`src/rtl/bxavg_pkg.sv`:
```
package bxavg_pkg;

    // grid and source geometry
    localparam int GRID_SIZE = 16;
    localparam int GRID_LOG2 = $clog2(GRID_SIZE);
    localparam int MAX_DIM   = 1024;

    // field widths
    localparam int CHAN_W    = 8;
    localparam int CELL_W    = GRID_LOG2;
    localparam int DIM_W     = $clog2(MAX_DIM) + 1;
    localparam int CFG_IDX_W = 1;

    // derived internal widths
    localparam int BLK_W   = DIM_W - GRID_LOG2;          // block size, up to MAX_DIM/GRID_SIZE
    localparam int XB_W    = BLK_W - 1;                  // offset inside a block
    localparam int PX_W    = DIM_W - 1;                  // pixel position
    localparam int POS_W   = GRID_LOG2 + 1;              // block column / band, saturates at grid
    localparam int AREA_W  = 2 * BLK_W;
    localparam int BLK_MAX = MAX_DIM / GRID_SIZE;
    localparam int CLAMP_HI_OUT = 250;
    localparam int CLAMP_LO_OUT = 5;
    localparam int SUM_W   = $clog2(CLAMP_HI_OUT * BLK_MAX * BLK_MAX + 1);
    localparam int NCHAN   = 3;

    localparam logic [DIM_W-1:0] IMG_RESET = DIM_W'(16);

    // register indexes
    localparam logic [CFG_IDX_W-1:0] REG_IMAGE_WIDTH  = 1'd0;
    localparam logic [CFG_IDX_W-1:0] REG_IMAGE_HEIGHT = 1'd1;

    typedef logic [CHAN_W-1:0] t_chan;
    typedef logic [SUM_W-1:0]  t_sum;

    // full-scale and zero values are pulled in before summing
    function automatic t_chan clamp_chan(input t_chan v);
        t_chan r;
        r = v;
        if (v == {CHAN_W{1'b1}}) r = CHAN_W'(CLAMP_HI_OUT);
        else if (v == '0) r = CHAN_W'(CLAMP_LO_OUT);
        return r;
    endfunction

    // saturate a programmed dimension to the supported range
    function automatic logic [DIM_W-1:0] eff_dim(input logic [DIM_W-1:0] v);
        logic [DIM_W-1:0] r;
        r = v;
        if (v < DIM_W'(GRID_SIZE)) r = DIM_W'(GRID_SIZE);
        else if (v > DIM_W'(MAX_DIM)) r = DIM_W'(MAX_DIM);
        return r;
    endfunction

endpackage

```
`src/rtl/bxavg_if.sv`:
```
interface bxavg_cfg_if;
    logic                                valid;
    logic                                ready;
    logic [bxavg_pkg::CFG_IDX_W-1:0]     index;
    logic [bxavg_pkg::DIM_W-1:0]         data;
    modport source (output valid, index, data, input ready);
    modport sink   (input valid, index, data, output ready);
endinterface

interface bxavg_pix_if;
    logic                        valid;
    logic                        ready;
    logic [bxavg_pkg::CHAN_W-1:0] red;
    logic [bxavg_pkg::CHAN_W-1:0] green;
    logic [bxavg_pkg::CHAN_W-1:0] blue;
    logic                        frame_start;
    modport source (output valid, red, green, blue, frame_start, input ready);
    modport sink   (input valid, red, green, blue, frame_start, output ready);
endinterface

interface bxavg_cell_if;
    logic                        valid;
    logic                        ready;
    logic [bxavg_pkg::CHAN_W-1:0] red_avg;
    logic [bxavg_pkg::CHAN_W-1:0] green_avg;
    logic [bxavg_pkg::CHAN_W-1:0] blue_avg;
    logic [bxavg_pkg::CELL_W-1:0] cell_col;
    logic [bxavg_pkg::CELL_W-1:0] cell_row;
    logic                        frame_done;
    modport source (output valid, red_avg, green_avg, blue_avg, cell_col, cell_row,
                    frame_done, input ready);
    modport sink   (input valid, red_avg, green_avg, blue_avg, cell_col, cell_row,
                    frame_done, output ready);
endinterface

```
`src/rtl/bxavg_ram.sv`:
```
module bxavg_ram #(
    parameter int WIDTH = 8,
    parameter int DEPTH = 16
) (
    input  logic                     i_clk,
    input  logic                     i_we,
    input  logic [$clog2(DEPTH)-1:0] i_waddr,
    input  logic [WIDTH-1:0]         i_wdata,
    input  logic                     i_re,
    input  logic [$clog2(DEPTH)-1:0] i_raddr,
    output logic [WIDTH-1:0]         o_rdata
);

    logic [WIDTH-1:0] r_mem [DEPTH];
    logic [WIDTH-1:0] r_rdata;

    always_ff @(posedge i_clk) begin
        if (i_we) begin
            r_mem[i_waddr] <= i_wdata;
        end
        if (i_re) begin
            r_rdata <= r_mem[i_raddr];
        end
    end

    assign o_rdata = r_rdata;

endmodule

```
`src/rtl/box_average_downscaler.sv`:
```
// channel  | dir | modport | beat contents
// ---------+-----+---------+-------------------------------------------------
// i_cfg    | in  | sink    | index, data (image_width / image_height)
// i_pix    | in  | sink    | red, green, blue, frame_start
// o_cell   | out | source  | red_avg, green_avg, blue_avg, cell_col, cell_row,
//          |     |         | frame_done
//
// a pixel is accepted with its sum ram read in ST_IDLE, then added and written back in ST_RD
// a pixel that completes a block then runs through ST_DIV in the shared
// bit-serial divider and ST_FIN to hand the cell to the output register
// reset is synchronous, active low; the sum ram needs no clearing pass
// the output register holds a cell while the next pixels are taken in;
// a finished cell waits in the divider only if the output is still full
module box_average_downscaler (
    input  logic          i_clk,
    input  logic          i_rst_n,
    bxavg_cfg_if.sink     i_cfg,
    bxavg_pix_if.sink     i_pix,
    bxavg_cell_if.source  o_cell
);

    localparam int RAM_W  = bxavg_pkg::NCHAN * bxavg_pkg::SUM_W;
    localparam int CNT_W  = $clog2(bxavg_pkg::SUM_W);
    localparam int GL     = bxavg_pkg::GRID_LOG2;

    // sequencer codes
    localparam logic [1:0] ST_IDLE = 2'd0;
    localparam logic [1:0] ST_RD   = 2'd1;
    localparam logic [1:0] ST_DIV  = 2'd2;
    localparam logic [1:0] ST_FIN  = 2'd3;

    // configuration
    logic [bxavg_pkg::DIM_W-1:0] r_img_w, r_img_h;
    logic [bxavg_pkg::DIM_W-1:0] eff_w, eff_h;
    logic [bxavg_pkg::BLK_W-1:0] blk_w, blk_h;

    // position counters
    logic [bxavg_pkg::PX_W-1:0]  r_px, r_py, n_px, n_py, cur_px, cur_py;
    logic [bxavg_pkg::XB_W-1:0]  r_xb, r_yb, n_xb, n_yb, cur_xb, cur_yb;
    logic [bxavg_pkg::POS_W-1:0] r_col, r_band, n_col, n_band, cur_col, cur_band;

    logic pix_acc;
    logic active, first, blk_end, px_last, py_last, xb_last, yb_last;

    // per-pixel registers captured at accept
    logic [1:0]                   r_state, n_state;
    logic                         r_active, r_first, r_last, r_done;
    logic [GL-1:0]                r_ccol, r_crow;
    bxavg_pkg::t_chan             r_chan [bxavg_pkg::NCHAN];
    logic [bxavg_pkg::AREA_W-1:0] r_area;

    // sum memory
    logic             ram_we, ram_re;
    logic [RAM_W-1:0] ram_rdata, ram_wdata;
    bxavg_pkg::t_sum  sum_new [bxavg_pkg::NCHAN];

    // divider
    logic [CNT_W-1:0]             r_cnt;
    bxavg_pkg::t_sum              r_q   [bxavg_pkg::NCHAN];
    logic [bxavg_pkg::AREA_W-1:0] r_rem [bxavg_pkg::NCHAN];
    logic [bxavg_pkg::AREA_W:0]   div_sh  [bxavg_pkg::NCHAN];
    logic [bxavg_pkg::AREA_W:0]   div_sub [bxavg_pkg::NCHAN];
    logic                         div_ge  [bxavg_pkg::NCHAN];

    // output register
    logic             r_ov, out_free, out_ld;
    bxavg_pkg::t_chan r_avg [bxavg_pkg::NCHAN];
    logic [GL-1:0]    r_ocol, r_orow;
    logic             r_odone;

    // ---------------- configuration port ----------------
    assign i_cfg.ready = 1'b1;

    always_ff @(posedge i_clk) begin
        if (!i_rst_n) begin
            r_img_w <= bxavg_pkg::IMG_RESET;
            r_img_h <= bxavg_pkg::IMG_RESET;
        end else if (i_cfg.valid) begin
            case (i_cfg.index)
                bxavg_pkg::REG_IMAGE_WIDTH:  r_img_w <= i_cfg.data;
                bxavg_pkg::REG_IMAGE_HEIGHT: r_img_h <= i_cfg.data;
                default: ;
            endcase
        end
    end

    assign eff_w = bxavg_pkg::eff_dim(r_img_w);
    assign eff_h = bxavg_pkg::eff_dim(r_img_h);
    // block size is the saturated dimension over the grid, never below one
    assign blk_w = eff_w[bxavg_pkg::DIM_W-1:GL];
    assign blk_h = eff_h[bxavg_pkg::DIM_W-1:GL];

    // ---------------- accept and position tracking ----------------
    assign i_pix.ready = (r_state == ST_IDLE);
    assign pix_acc     = i_pix.valid && i_pix.ready;

    // frame_start restarts the counters before this pixel is placed
    assign cur_px   = i_pix.frame_start ? '0 : r_px;
    assign cur_py   = i_pix.frame_start ? '0 : r_py;
    assign cur_xb   = i_pix.frame_start ? '0 : r_xb;
    assign cur_yb   = i_pix.frame_start ? '0 : r_yb;
    assign cur_col  = i_pix.frame_start ? '0 : r_col;
    assign cur_band = i_pix.frame_start ? '0 : r_band;

    assign active  = (cur_col < bxavg_pkg::POS_W'(bxavg_pkg::GRID_SIZE)) &&
                     (cur_band < bxavg_pkg::POS_W'(bxavg_pkg::GRID_SIZE));
    assign first   = (cur_xb == '0) && (cur_yb == '0);
    assign xb_last = (bxavg_pkg::BLK_W'(cur_xb) + bxavg_pkg::BLK_W'(1)) >= blk_w;
    assign yb_last = (bxavg_pkg::BLK_W'(cur_yb) + bxavg_pkg::BLK_W'(1)) >= blk_h;
    assign blk_end = xb_last && yb_last;
    assign px_last = (bxavg_pkg::DIM_W'(cur_px) + bxavg_pkg::DIM_W'(1)) >= eff_w;
    assign py_last = (bxavg_pkg::DIM_W'(cur_py) + bxavg_pkg::DIM_W'(1)) >= eff_h;

    always_comb begin
        n_px   = r_px;
        n_py   = r_py;
        n_xb   = r_xb;
        n_yb   = r_yb;
        n_col  = r_col;
        n_band = r_band;
        if (pix_acc) begin
            n_py   = cur_py;
            n_yb   = cur_yb;
            n_band = cur_band;
            n_col  = cur_col;
            if (px_last) begin
                // end of row
                n_px  = '0;
                n_xb  = '0;
                n_col = '0;
                if (py_last) begin
                    // end of frame: everything back to the origin
                    n_py   = '0;
                    n_yb   = '0;
                    n_band = '0;
                end else begin
                    n_py = cur_py + 1'b1;
                    if (yb_last) begin
                        n_yb = '0;
                        if (cur_band < bxavg_pkg::POS_W'(bxavg_pkg::GRID_SIZE)) begin
                            n_band = cur_band + 1'b1;
                        end
                    end else begin
                        n_yb = cur_yb + 1'b1;
                    end
                end
            end else begin
                n_px = cur_px + 1'b1;
                if (xb_last) begin
                    n_xb = '0;
                    if (cur_col < bxavg_pkg::POS_W'(bxavg_pkg::GRID_SIZE)) begin
                        n_col = cur_col + 1'b1;
                    end
                end else begin
                    n_xb = cur_xb + 1'b1;
                end
            end
        end
    end

    always_ff @(posedge i_clk) begin
        if (!i_rst_n) begin
            r_px   <= '0;
            r_py   <= '0;
            r_xb   <= '0;
            r_yb   <= '0;
            r_col  <= '0;
            r_band <= '0;
        end else begin
            r_px   <= n_px;
            r_py   <= n_py;
            r_xb   <= n_xb;
            r_yb   <= n_yb;
            r_col  <= n_col;
            r_band <= n_band;
        end
    end

    // pixel context carried to the read-modify-write cycle
    always_ff @(posedge i_clk) begin
        if (pix_acc) begin
            r_active <= active;
            r_first  <= first;
            r_last   <= blk_end;
            r_ccol   <= cur_col[GL-1:0];
            r_crow   <= cur_band[GL-1:0];
            r_done   <= (cur_col == bxavg_pkg::POS_W'(bxavg_pkg::GRID_SIZE - 1)) &&
                        (cur_band == bxavg_pkg::POS_W'(bxavg_pkg::GRID_SIZE - 1));
            r_chan[0] <= bxavg_pkg::clamp_chan(i_pix.red);
            r_chan[1] <= bxavg_pkg::clamp_chan(i_pix.green);
            r_chan[2] <= bxavg_pkg::clamp_chan(i_pix.blue);
            r_area   <= bxavg_pkg::AREA_W'(blk_w) * bxavg_pkg::AREA_W'(blk_h);
        end
    end

    // ---------------- column sum memory ----------------
    // one entry per block column, all three channel sums side by side;
    // the write of one pixel lands before the next pixel is read
    assign ram_re = pix_acc && active;
    assign ram_we = (r_state == ST_RD) && r_active;

    always_comb begin
        for (int c = 0; c < bxavg_pkg::NCHAN; c++) begin
            sum_new[c] = r_first ? bxavg_pkg::SUM_W'(r_chan[c]) :
                         ram_rdata[c*bxavg_pkg::SUM_W +: bxavg_pkg::SUM_W] +
                         bxavg_pkg::SUM_W'(r_chan[c]);
        end
        ram_wdata = {sum_new[2], sum_new[1], sum_new[0]};
    end

    bxavg_ram #(
        .WIDTH (RAM_W),
        .DEPTH (bxavg_pkg::GRID_SIZE)
    ) u_sum_ram (
        .i_clk   (i_clk),
        .i_we    (ram_we),
        .i_waddr (r_ccol),
        .i_wdata (ram_wdata),
        .i_re    (ram_re),
        .i_raddr (cur_col[GL-1:0]),
        .o_rdata (ram_rdata)
    );

    // ---------------- restoring divider, one quotient bit a cycle ----------------
    always_comb begin
        for (int c = 0; c < bxavg_pkg::NCHAN; c++) begin
            div_sh[c]  = {r_rem[c], r_q[c][bxavg_pkg::SUM_W-1]};
            div_ge[c]  = div_sh[c] >= {1'b0, r_area};
            div_sub[c] = div_sh[c] - {1'b0, r_area};
        end
    end

    always_ff @(posedge i_clk) begin
        if (r_state == ST_RD) begin
            r_cnt <= '0;
            for (int c = 0; c < bxavg_pkg::NCHAN; c++) begin
                r_q[c]   <= sum_new[c];
                r_rem[c] <= '0;
            end
        end else if (r_state == ST_DIV) begin
            r_cnt <= r_cnt + 1'b1;
            for (int c = 0; c < bxavg_pkg::NCHAN; c++) begin
                r_q[c]   <= {r_q[c][bxavg_pkg::SUM_W-2:0], div_ge[c]};
                r_rem[c] <= div_ge[c] ? div_sub[c][bxavg_pkg::AREA_W-1:0]
                                      : div_sh[c][bxavg_pkg::AREA_W-1:0];
            end
        end
    end

    // ---------------- sequencer ----------------
    assign out_free = !r_ov || o_cell.ready;
    assign out_ld   = (r_state == ST_FIN) && out_free;

    always_comb begin
        n_state = r_state;
        case (r_state)
            ST_IDLE: if (pix_acc) n_state = ST_RD;
            ST_RD:   n_state = (r_active && r_last) ? ST_DIV : ST_IDLE;
            ST_DIV:  if (r_cnt == CNT_W'(bxavg_pkg::SUM_W - 1)) n_state = ST_FIN;
            ST_FIN:  if (out_free) n_state = ST_IDLE;
            default: n_state = ST_IDLE;
        endcase
    end

    always_ff @(posedge i_clk) begin
        if (!i_rst_n) begin
            r_state <= ST_IDLE;
            r_ov    <= 1'b0;
        end else begin
            r_state <= n_state;
            if (out_ld) r_ov <= 1'b1;
            else if (o_cell.ready) r_ov <= 1'b0;
        end
    end

    // ---------------- output register ----------------
    // averages are the low byte of the quotient
    always_ff @(posedge i_clk) begin
        if (out_ld) begin
            for (int c = 0; c < bxavg_pkg::NCHAN; c++) begin
                r_avg[c] <= r_q[c][bxavg_pkg::CHAN_W-1:0];
            end
            r_ocol  <= r_ccol;
            r_orow  <= r_crow;
            r_odone <= r_done;
        end
    end

    assign o_cell.valid      = r_ov;
    assign o_cell.red_avg    = r_avg[0];
    assign o_cell.green_avg  = r_avg[1];
    assign o_cell.blue_avg   = r_avg[2];
    assign o_cell.cell_col   = r_ocol;
    assign o_cell.cell_row   = r_orow;
    assign o_cell.frame_done = r_odone;

`ifndef SYNTHESIS
    // the read-modify-write cycle always follows an accepted pixel
    a_rd_after_accept: assert property (@(posedge i_clk) disable iff (!i_rst_n)
        (r_state == ST_RD) |-> $past(pix_acc))
        else $error("rmw cycle without accepted pixel");

    // reads and write-backs of the sum memory never overlap
    a_no_rw_overlap: assert property (@(posedge i_clk) disable iff (!i_rst_n)
        !(ram_we && ram_re))
        else $error("sum memory read during write-back");

    // divider count stays inside the quotient width
    a_div_count: assert property (@(posedge i_clk) disable iff (!i_rst_n)
        (r_state == ST_DIV) |-> (r_cnt < CNT_W'(bxavg_pkg::SUM_W)))
        else $error("divider count out of range");

    // the last cell of the grid sits in its bottom right corner
    a_done_corner: assert property (@(posedge i_clk) disable iff (!i_rst_n)
        (o_cell.valid && o_cell.frame_done) |->
        ((o_cell.cell_col == GL'(bxavg_pkg::GRID_SIZE - 1)) &&
         (o_cell.cell_row == GL'(bxavg_pkg::GRID_SIZE - 1))))
        else $error("frame_done away from last cell");
`endif

endmodule
```
`src/flat_wrapper.sv`:
```
// flat-port wrapper written by rule: the top's interface ports become plain ports
module box_average_downscaler_flat 
  (i_clk, i_rst_n, i_cfg_valid, i_cfg_index, i_cfg_data, i_cfg_ready, i_pix_valid, i_pix_red, i_pix_green, i_pix_blue, i_pix_frame_start, i_pix_ready, o_cell_valid, o_cell_red_avg, o_cell_green_avg, o_cell_blue_avg, o_cell_cell_col, o_cell_cell_row, o_cell_frame_done, o_cell_ready);
  bxavg_cfg_if i_cfg_i ();
  bxavg_pix_if i_pix_i ();
  bxavg_cell_if o_cell_i ();
  input  logic i_clk;
  input  logic i_rst_n;
  input wire logic [$bits(i_cfg_i.valid)-1:0] i_cfg_valid;
  input wire logic [$bits(i_cfg_i.index)-1:0] i_cfg_index;
  input wire logic [$bits(i_cfg_i.data)-1:0] i_cfg_data;
  output wire logic [$bits(i_cfg_i.ready)-1:0] i_cfg_ready;
  input wire logic [$bits(i_pix_i.valid)-1:0] i_pix_valid;
  input wire logic [$bits(i_pix_i.red)-1:0] i_pix_red;
  input wire logic [$bits(i_pix_i.green)-1:0] i_pix_green;
  input wire logic [$bits(i_pix_i.blue)-1:0] i_pix_blue;
  input wire logic [$bits(i_pix_i.frame_start)-1:0] i_pix_frame_start;
  output wire logic [$bits(i_pix_i.ready)-1:0] i_pix_ready;
  output wire logic [$bits(o_cell_i.valid)-1:0] o_cell_valid;
  output wire logic [$bits(o_cell_i.red_avg)-1:0] o_cell_red_avg;
  output wire logic [$bits(o_cell_i.green_avg)-1:0] o_cell_green_avg;
  output wire logic [$bits(o_cell_i.blue_avg)-1:0] o_cell_blue_avg;
  output wire logic [$bits(o_cell_i.cell_col)-1:0] o_cell_cell_col;
  output wire logic [$bits(o_cell_i.cell_row)-1:0] o_cell_cell_row;
  output wire logic [$bits(o_cell_i.frame_done)-1:0] o_cell_frame_done;
  input wire logic [$bits(o_cell_i.ready)-1:0] o_cell_ready;
  assign i_cfg_i.valid = i_cfg_valid;
  assign i_cfg_i.index = i_cfg_index;
  assign i_cfg_i.data = i_cfg_data;
  assign i_cfg_ready = i_cfg_i.ready;
  assign i_pix_i.valid = i_pix_valid;
  assign i_pix_i.red = i_pix_red;
  assign i_pix_i.green = i_pix_green;
  assign i_pix_i.blue = i_pix_blue;
  assign i_pix_i.frame_start = i_pix_frame_start;
  assign i_pix_ready = i_pix_i.ready;
  assign o_cell_valid = o_cell_i.valid;
  assign o_cell_red_avg = o_cell_i.red_avg;
  assign o_cell_green_avg = o_cell_i.green_avg;
  assign o_cell_blue_avg = o_cell_i.blue_avg;
  assign o_cell_cell_col = o_cell_i.cell_col;
  assign o_cell_cell_row = o_cell_i.cell_row;
  assign o_cell_frame_done = o_cell_i.frame_done;
  assign o_cell_i.ready = o_cell_ready;
  box_average_downscaler u_core (.i_clk(i_clk), .i_rst_n(i_rst_n), .i_cfg(i_cfg_i), .i_pix(i_pix_i), .o_cell(o_cell_i));
endmodule
```
`config.mk`:
```
export PLATFORM = sky130hd
export DESIGN_NAME = box_average_downscaler_flat
export DESIGN_NICKNAME = d
export VERILOG_FILES = /design/src/rtl/bxavg_pkg.sv /design/src/rtl/bxavg_if.sv /design/src/rtl/bxavg_ram.sv /design/src/rtl/box_average_downscaler.sv /design/src/flat_wrapper.sv
export SDC_FILE = /design/constraint.sdc
export NUM_CORES = 2
export LEC_CHECK = 0
export BUFFER_PORTS_ARGS = -buffer_cell sky130_fd_sc_hd__buf_2
export CAP_MARGIN = 20
export CORE_UTILIZATION = 59
export DETAILED_ROUTE_END_ITERATION = 6
export GPL_ROUTABILITY_DRIVEN = 0
export PLACE_DENSITY = 0.85
export SLEW_MARGIN = 20
export SYNTH_ARGS = -nofsm -noshare
export SYNTH_HDL_FRONTEND = slang
export SYNTH_HIERARCHICAL = 1
export SYNTH_SLANG_ARGS = --single-unit
```
`constraint.sdc`:
```
create_clock -name i_clk -period 18.37 [get_ports i_clk]
set_input_delay 3.674 -clock i_clk [delete_from_list [all_inputs] [get_ports i_clk]]
set_output_delay 3.674 -clock i_clk [all_outputs]
set_load 0.03 [all_outputs]
```
==> metrics.yaml <==
outcome:
  status: "finished with violations"
  violations: "DRC"
synth:
  ys_ff_latch: 1277
  syn_nets: 3553
  synth_top_area_cell: "edfxtp_1"
  synth_cell_types: 67
  synth.avg_cell_area_um2: 16.4
  synth_area_mm2: 0.0546
  async_flop_share_pct: 0
  synth_top_area_share_pct: 66.3
  synth-edff-count: 1205
  ys.warnings.count: 6
  ys.flop_type: "edfxtp_1"
  synthTopCellsByArea: "edfxtp_1, mux4_2, ha_1"
  ys_seq_area_share_pct: 69.0
  synthCells: 3334
clock_tree:
  post-cts-setup-buffers: 0
  hold_buffers: 0
  cts_resized: 0
  clockBufferDepth: 3
  cts-root-buf: "clkbuf_16"
  clkSlewWorstSetupHoldPaths_ns: 0.07
  cts_buffers: 115
  cts_htree_levels: 3
  tritoncts: "done"
  clk_latency_ns: 0.75
  cts_sinks: 1277
sta:
  rsz0062_at_grt: "false"
  worstMarginPinSlew_ns: 1.21
  setup_viol: 0
  min_period_ns: 7.61
  slew_headroom_pct: 19.3
  fin_tns_setup_ns: 0
  hold_viol_final: 0
  final.period_utilization_pct: 41.4
  finalClockSkew_ns: 0.0686
  hold_ws_ns: 0.459
  fmax_ghz: 0.131
  slew_violations: 0
placement:
  hpwl_um: 68600
  portBuffers: 76
routing:
  post_drt_wl_per_cell_um: 29.5
  drt_first_iter_violations: 4776
  drtAntennaViolNets: 0
  drcViolationCount: 1
  drt_wl_total_um: 139000
  vias_per_cell: 6.87
  vias: 32454
  first_pass_iters: 7
critical_path:
  endpoint_kind: "flop"
  worstPathCellList: "buf_2, buf_4, nor2b_4, buf_12, buf_4, buf_12, buf_4, mux4_2, a22oi_1, nand2_1"
  crit_top_cell: "buf_4"
  critPathBufInv: 6
  crit_fanout: 114
  critPathArrivalTime_ns: 8.08
  crit_slowest_cell: "buf_4"
  path_delay_family: "buffers and inverters"
  required_ns: 18.84
  start_kind: "primary input"
  crit_path_max_incr_delay_ns: 0.88
  crit_type: "in2reg"
run:
  drv_cap: 0
floorplanning:
  die_h_um: 306
  die_w_um: 306
  num_rows: 111
  design.die.area_mm2: 0.0937
  core_mm2: 0.0917
  start_util_pct: 59.5
  ios: 78
layout:
  final_util_pct: 66.0
  mostFrequentLayoutCell: "edfxtp_1"
  area_growth_syn_to_layout_pct: 10.8
  drive_above_1_share_pct: 18.0
  nets: 3656
  antenna_cells: 0
  fillers: 5523
  mostFrequentLayoutCells: "edfxtp_1, nand2_1, mux4_2"
global_routing:
  antenna_found_initial: 0
  grt_max_degree: 158
  grt_pass1_wl_um: 204000
  overflow: 0
  grt_use_total_pct: 29.5
  grt_pass1_vias: 32730
power_and_ir_drop:
  leakage_nw: 20.3
  total_power_mw: 6.52
  vdd_drop_max_mv: 0.0889
  p_per_area_mw_per_mm2: 108
min_path:
  hp-class: "reg2reg"
[layout make-up]
class,instances,area [um^2],area share [%]
flip-flops and latches,1277,37600,62.2
multi-input cells,1800,16000,26.5
clock buffers,132,2940,4.87
well taps,1186,1480,2.45
clock inverters,84,1040,1.72
repair buffers,142,946,1.56
inverters,101,380,0.629
[layer usage]
| metal | part of all wire, % | GRT usage [%] |
|---|---|---|
| met1 | 34 | 36.7 |
| met2 | 49 | 49.4 |
| met3 | 12 | 6.21 |
| met4 | 5.1 | 14.3 |
| met5 | 0 | 0 |
[kinds of logic after synthesis]
kind of cell             after synthesis  share of synthesized area, %
multiplexers                         295                          11.0
AND/OR/NAND/NOR                      720                          5.89
buffers and inverters                257                          2.00
other                                  1                       0.00687
adder cells (fa/ha/maj)              177                          4.47
XOR/XNOR                             119                          1.91
AO/OA/AOI/OAI                        488                          5.78
flip-flops                          1277                          69.0
[synthesized netlist by cell type, types with 10 or more instances]
library cell / number
mux2_2: 27
nand4_1: 17
nor3_1: 23
and3_1: 23
o31ai_1: 16
inv_1: 99
clkbuf_1: 97
edfxtp_1: 1205
buf_6: 10
o21bai_1: 10
a21oi_1: 117
a22oi_1: 136
nor2_1: 223
a31oi_1: 10
fa_1: 30
dfxtp_1: 72
xor2_1: 58
buf_1: 21
nand2b_1: 16
o21a_1: 14
o21ai_0: 100
xnor2_1: 61
nand2_1: 263
buf_2: 21
mux4_2: 240
nand3_1: 68
mux2i_1: 28
a21o_1: 25
nor2b_1: 40
ha_1: 147
a211oi_1: 14
[state kept, by name, indices dropped and copies added (netlist names), 5 cells and up, named ones only]
signal,count
u_core/r_rem,42
u_core/r_avg,24
u_core/u_sum_ram/r_mem,960
u_core/r_px,10
u_core/r_py,10
u_core/r_cnt,5
u_core/r_xb,6
u_core/u_sum_ram/o_rdata,60
u_core/r_band,5
u_core/r_chan,24
u_core/r_yb,6
u_core/r_img_w,11
u_core/r_area,14
u_core/r_col,5
u_core/r_q,60
u_core/r_img_h,11
[worst register-to-register path, stage by stage, from the launching register on]
cell and delay, ns:
dfxtp_1 0.53, clkinv_1 0.45, nand2_1 0.55, nor2_1 0.13, fa_1 0.55, inv_1 0.05, fa_1 0.48, inv_1 0.05
fa_1 0.53, inv_1 0.05, fa_1 0.52, inv_1 0.04, ha_1 0.33, inv_1 0.09, o21bai_1 0.07, a21oi_1 0.22
o21ai_0 0.17, a21o_1 0.20, a21oi_1 0.16, xnor2_1 0.08
[path summary, 6_finish.rpt]
path / slack [ns] / start / end / depth (start not counted)
worst max register to register: 12.87 / u_core/r_img_h[10]$_SDFFE_PN0P_ / u_core/r_area[12]$_DFFE_PP_ / 19
worst min-delay path: 0.46 / u_core/r_q[0][2]$_DFFE_PP_ / u_core/r_avg[0][2]$_DFFE_PP_ / 0
worst min register to register: 0.46 / u_core/r_q[0][2]$_DFFE_PP_ / u_core/r_avg[0][2]$_DFFE_PP_ / 0
worst max-delay path: 10.76 / i_pix_frame_start / u_core/u_sum_ram/o_rdata[42]$_DFFE_PP_ / 10
[report_power, final]
part / switching, mW / leakage, nW / total [mW] / internal (mW)
Sequential: 0.0516 / 11.7 / 3.35 / 3.30
Combinational: 0.387 / 6.70 / 0.624 / 0.236
Clock: 1.12 / 1.92 / 2.55 / 1.43
[per-stage QoR]
stage	setup WS, ns	instances	instance area (um^2)
6_report	10.76	4722	60500
3_5_place_dp	9.64	4504	56400
2_1_floorplan	11.01	3334	54600
3_3_place_gp	9.75	4502	56400
5_1_grt	10.40	4722	60500
4_1_cts	10.35	4720	60400
Note: power is estimated with default switching activity, not from simulation.
